File: src/rtl/pdllm_pkg.sv
`timescale 1ns / 1ps
package pdllm_pkg;
  localparam int NumNodes = 128;
  localparam int NumLists = 16;
  localparam int ItemBits = 32;
  localparam int NodeW = 8;
  localparam int NodeIdxW = $clog2(NumNodes);
  localparam int ListW = 4;
  localparam int CntW = 8;
  localparam logic [NodeW-1:0] Nil = 8'hFF;

  localparam logic [2:0] ReqCreate = 3'd0;
  localparam logic [2:0] ReqCount = 3'd1;
  localparam logic [2:0] ReqFirst = 3'd2;
  localparam logic [2:0] ReqCurrent = 3'd3;
  localparam logic [2:0] ReqAdd = 3'd4;
  localparam logic [2:0] ReqAppend = 3'd5;
  localparam logic [2:0] ReqRemove = 3'd6;
  localparam logic [2:0] ReqFree = 3'd7;

  localparam logic [1:0] StOk = 2'd0;
  localparam logic [1:0] StNoHead = 2'd1;
  localparam logic [1:0] StNoNode = 2'd2;
  localparam logic [1:0] StNothing = 2'd3;

  localparam logic [1:0] ModeBefore = 2'd0;
  localparam logic [1:0] ModeInside = 2'd1;
  localparam logic [1:0] ModeBeyond = 2'd2;

  typedef struct packed {
    logic [2:0] req_type;
    logic [ListW-1:0] list_sel;
    logic [31:0] item_word;
  } req_t;

  typedef struct packed {
    logic [1:0] status;
    logic [ListW-1:0] list_out;
    logic [31:0] item_out;
    logic [CntW-1:0] count_out;
  } rsp_t;

  // Controller -> datapath commands.
  typedef struct packed {
    logic load;     // latch request, read list state
    logic rd_node;  // read node at address
    logic [1:0] rd_sel; // 0 head/cursor,1 next of cursor,2 head
    logic exec;     // perform update for request
    logic walk;     // free one node and step
    logic finish;   // free: release head, clear list
  } cmd_t;

  // Datapath -> controller status.
  typedef struct packed {
    logic walk_done;
  } sts_t;
endpackage

File: src/rtl/pdllm_ctrl.sv
`timescale 1ns / 1ps
module pdllm_ctrl (
  input  logic                clk_i,
  input  logic                rst_ni,
  input  logic                in_valid_i,
  input  logic [2:0]          in_req_i,
  output logic                in_ready_o,
  output logic                out_valid_o,
  input  logic                out_ready_i,
  output pdllm_pkg::cmd_t     cmd_o,
  input  pdllm_pkg::sts_t     sts_i
);
  import pdllm_pkg::*;

  localparam logic [2:0] SIdle = 3'd0;
  localparam logic [2:0] SRd0 = 3'd1;
  localparam logic [2:0] SRd1 = 3'd2;
  localparam logic [2:0] SRd2 = 3'd3;
  localparam logic [2:0] SExec = 3'd4;
  localparam logic [2:0] SWalk = 3'd5;
  localparam logic [2:0] SFin = 3'd6;
  localparam logic [2:0] SOut = 3'd7;

  logic [2:0] state_q, state_d;
  logic [2:0] req_q, req_d;

  assign in_ready_o = (state_q == SIdle);
  assign out_valid_o = (state_q == SOut);

  always_comb begin
    state_d = state_q;
    req_d = req_q;
    cmd_o = '0;
    unique case (state_q)
      SIdle: begin
        if (in_valid_i) begin
          cmd_o.load = 1'b1;
          req_d = in_req_i;
          state_d = SRd0;
        end
      end
      SRd0: begin
        // list state now registered; fetch cursor's node links (head's for first and free)
        cmd_o.rd_node = 1'b1;
        cmd_o.rd_sel = 2'd0;
        state_d = (req_q == ReqFree) ? SWalk : SRd1;
      end
      SRd1: begin
        cmd_o.rd_node = 1'b1;
        cmd_o.rd_sel = 2'd1;
        state_d = SRd2;
      end
      SRd2: begin
        cmd_o.rd_node = 1'b1;
        cmd_o.rd_sel = 2'd2;
        state_d = SExec;
      end
      SExec: begin
        cmd_o.exec = 1'b1;
        state_d = SOut;
      end
      SWalk: begin
        if (sts_i.walk_done) begin
          state_d = SFin;
        end else begin
          cmd_o.walk = 1'b1;
        end
      end
      SFin: begin
        cmd_o.finish = 1'b1;
        state_d = SOut;
      end
      SOut: begin
        if (out_ready_i) state_d = SIdle;
      end
      default: state_d = SIdle;
    endcase
  end

  always_ff @(posedge clk_i or negedge rst_ni) begin
    if (!rst_ni) begin
      state_q <= SIdle;
      req_q <= ReqCount;
    end else begin
      state_q <= state_d;
      req_q <= req_d;
    end
  end
endmodule

File: config.mk
export PLATFORM = sky130hd
export DESIGN_NAME = pdllm_ctrl
export DESIGN_NICKNAME = d
export VERILOG_FILES = /design/src/rtl/pdllm_pkg.sv /design/src/rtl/pdllm_ctrl.sv
export SDC_FILE = /design/constraint.sdc
export NUM_CORES = 1
export LEC_CHECK = 0
export BUFFER_PORTS_ARGS = -buffer_cell sky130_fd_sc_hd__buf_4
export CAP_MARGIN = 20
export CORE_AREA = 2 2 39 41
export CTS_CLUSTER_DIAMETER = 40
export CTS_CLUSTER_SIZE = 40
export DETAILED_ROUTE_END_ITERATION = 10
export DIE_AREA = 0 0 41 43
export GPL_ROUTABILITY_DRIVEN = 0
export HOLD_SLACK_MARGIN = 0.12
export MAX_ROUTING_LAYER = met4
export SYNTH_ARGS = -nofsm -noshare
export SYNTH_HDL_FRONTEND = slang
export SYNTH_SLANG_ARGS = --single-unit
File: constraint.sdc
create_clock -name clk_i -period 3.7 [get_ports clk_i]
set_clock_uncertainty 0.1 [all_clocks]
set_input_delay 0.74 -clock clk_i [delete_from_list [all_inputs] [get_ports clk_i]]
set_output_delay 0.74 -clock clk_i [all_outputs]
set_load 0.05 [all_outputs]
Word level (Yosys, flattened, before mapping)
Index checks and enable logic that the tools add are counted.
{"block": "classes", "add_sub_neg": 0, "multipliers": 0, "div_mod_pow": 0, "magnitude_cmp": 0, "eq_ne": 11, "shifts": 0, "muxes": 12, "bitwise": 0, "n_reduce_logical": 4}
{"op": "$pmux W3 S7", "count": 1}
{"op": "$eq A3 B3 Y1 const B", "count": 5}
{"op": "$mux W3", "count": 4}
{"op": "$pmux W3 S3", "count": 1}
{"op": "$eq A3 B2 Y1 const B", "count": 2}
{"op": "$mux W1", "count": 6}
{"op": "$ne A2 B2 Y1 const B", "count": 2}
{"op": "$eq A3 B1 Y1 const B", "count": 1}
{"op": "$logic_not A3 Y1", "count": 1}
{"op": "$reduce_and A3 Y1", "count": 1}
{"op": "$ne A2 B1 Y1 const B", "count": 1}
{"op": "$reduce_and A2 Y1", "count": 1}
{"op": "$reduce_or A2 Y1", "count": 1}
{"block": "totals", "register_bits": 6, "latchBits": 0, "ramBits": 0, "rom_bits": 0, "in_bits": 8, "wordCells": 29, "n_memories": 0}

Logic depth before layout (Yosys ltp)
{"block": "depth", "word_depth": 3, "mapped_depth": 5, "depth_no_buf": 3}

Worst setup path after synthesis
Ideal clock, no wire load.
{"block": "synth_path", "kind": "input to output", "startpoint": "input sts_i", "endpoint": "output cmd_o[1] (netlist name)", "arrival_ns": 2.189, "required_ns": 2.860, "slack_ns": 0.671, "path_stages": 1, "path_buffers": 0, "path_cell_list": "nor4_1"}
{"block": "synth_via", "elab_chain_cells": 2}
{"element": "from (decl)", "line_no": "pdllm_ctrl.sv:11", "source": "input pdllm_pkg::sts_t sts_i"}
{"element": "$mux W1", "line_no": "pdllm_ctrl.sv:63", "source": "if (sts_i.walk_done) begin"}
{"element": "$mux W1", "line_no": "pdllm_ctrl.sv:34", "source": "unique case (state_q)"}
{"element": "to (decl)", "line_no": "pdllm_ctrl.sv:10", "source": "output pdllm_pkg::cmd_t cmd_o,"}
No other way between the ends.

==> metrics.txt <==
DRT Wirelength 801 um; post-synthesis mux area share 0.142; leakage power 0.268 nW; DP Worst Slack 1.53 ns; FP Rows 14; TritonCTS clock tree done; root buf cell clkbuf_4; worst setup margin 1.33 ns; Clock transition at path regs 0.05 ns; Skew-Pair Late Insertion Delay 0.25 ns; status finished clean; DR DRC count 0; post-route ant nets 0; Die Width 41 um; Finish-stage setup viols 0; clock sinks 6; largest net degree at the start of global routing 14; Synth Area in Compound Gates 0.129; vias in the first global route 294; worst slew pin tran 0.418 ns; total track usage 0.112; Final Util 0.380; clock buffer count from CTS 3; first-pass GRT wire length 1300 um; critical-path cell list nor3_4, and2_1, buf_4; Critical Path RT 2.86 ns; final hold vios 0; CP Max Fanout 13; largest family of logic cells by synthesized area simple AND/OR/NAND/NOR gates; Post-layout nets 64; Final Cycle Share 0.640; CP Launch Type flop; FF-to-FF Start state_q[1]; VDD IR max 0.000295 V; fin crit period 2.37 ns; die height 43 um; path depth of the worst reg2reg path 3; IO Pins 17; Post-CTS Resized 0; final hold slack 0.181 ns; Slew Viols, Final 0; crit-path max cell delay 0.52 ns; Sum Neg Setup Slack 0 ns; CTS H-tree lvls 1; RSZ-0062 raised after global routing no; synthesized area 397 um2; layout cells sized above 1 0.455; r2r endpoint req_q[1]; initial antenna violation count 0; Post-Synth XOR/XNOR Area 0; Starting Density 0.287; Pwr Density 1000 mW/mm2; crit path capture type output port; adder-cell share of the synthesized area 0; Syn-to-layout area delta 32.5%; CP Class reg -> out; global route overflow 0; Max Cap Violations 0; most frequent cells in the layout buf_4 (16), and3_1 (5), nor2_1 (5), dfrtp_1 (5); Buf/Inv on CP 1; Synth Instances 39; most common cell after layout, fill and taps aside buf_4; DPL Wire Length 605 um; worst hold path class in -> async; Synth warnings 0; Slew HR 0.721; r2r setup slk 2.12 ns; antenna fix cells 0; core area 0.00138 mm2; CTS max path bufs 2; Yosys reg bits 6; wire per inst 11.3 um; max frequency 422 MHz; fillers 149; delay-heaviest family, CP flip-flops; drt initial violations 3; CP arrival 1.53 ns; vias 335; CP Launch Point state_q[1]; # port buffers 16; Synthesized Nets 47; DR pass1 iterations 2; Seq/Total Area, Yosys 0.382; critical path's slowest cell dfrtp_1; Setup Fix Bufs, Post-CTS 0; hold_buf cts 0; Die ar. 0.00176 mm2; syn avg cell area 10.2 um2; Via density 4.72; Simple-Gate Fraction of Synth Area 0.224; post-synth cell types 20
[worst reg2reg max path: cells and delay by family (launching register included)]
family / cells / cell delay, ns
DFF: 1 / 0.52
muxes: 1 / 0.32
and+or+nand+nor: 2 / 0.50
[cell families after synthesis]
logic type	Yosys count
simple gates	15
compound gates	7
flops	6
mux	4
buf+inv	7
[registers in the layout (all words and copies together) (netlist names)]
signal and flops:
req_q 3, state_q 3
[where the power goes]
| group | switching, mW | internal, mW |
|---|---|---|
| sequential | 0.0579 | 0.101 |
| combinational | 0.182 | 0.119 |
| clock | 0.0259 | 0.0410 |
[Yosys cell counts, drive strengths merged]
library cell	instances	area, um2
nand3	1	5.00
inv	3	11.3
nor2	5	18.8
a22o	1	8.76
and3	5	31.3
mux2	4	56.3
nor3	2	21.3
a32oi	1	8.76
dfstp	1	26.3
o21ai	2	10.0
o31a	1	8.76
buf	4	37.5
a221o	1	10.0
nor4	1	6.26
and2	1	6.26
a21oi	1	5.00
dfrtp	5	125
[how the worst max path moves through the flow]
stage | endpoint | slack [ns] | depth (start not counted)
2_1_floorplan | cmd_o[1] | 0.67 | 1
3_3_place_gp | cmd_o[6] | 1.57 | 3
3_5_place_dp | cmd_o[6] | 1.53 | 3
4_1_cts | cmd_o[6] | 1.31 | 3
5_1_grt | cmd_o[1] | 1.22 | 3
6_report | cmd_o[6] | 1.33 | 3
[per-layer routing]
metal,global-route usage,share of wire,routed length (um)
met1,0.148,0.49,390
met2,0.141,0.43,345
met3,0.0471,0.072,58
met4,0.0600,0.0075,6
met5,-,0,0
[per-stage QoR]
| step | total power [mW] | std cells | area (um2) |
|---|---|---|---|
| floorplan | 0.407 | 39 | 397 |
| global placement | 0.462 | 67 | 499 |
| detailed placement | 0.464 | 67 | 499 |
| CTS | 0.532 | 71 | 526 |
| global route | 0.563 | 71 | 526 |
| finish | 0.527 | 71 | 526 |
[final cells by class]
class / instances / area [um2] / share of cell area
Multi-Input combinational cell: 26 / 196 / 0.374
Tap cell: 16 / 20.0 / 0.0381
Timing Repair Buffer: 16 / 120 / 0.229
Inverter: 3 / 11.3 / 0.0214
Clock buffer: 4 / 26.3 / 0.0500
Sequential cell: 6 / 151 / 0.288
No activity file was read; power rests on OpenSTA's default activity.
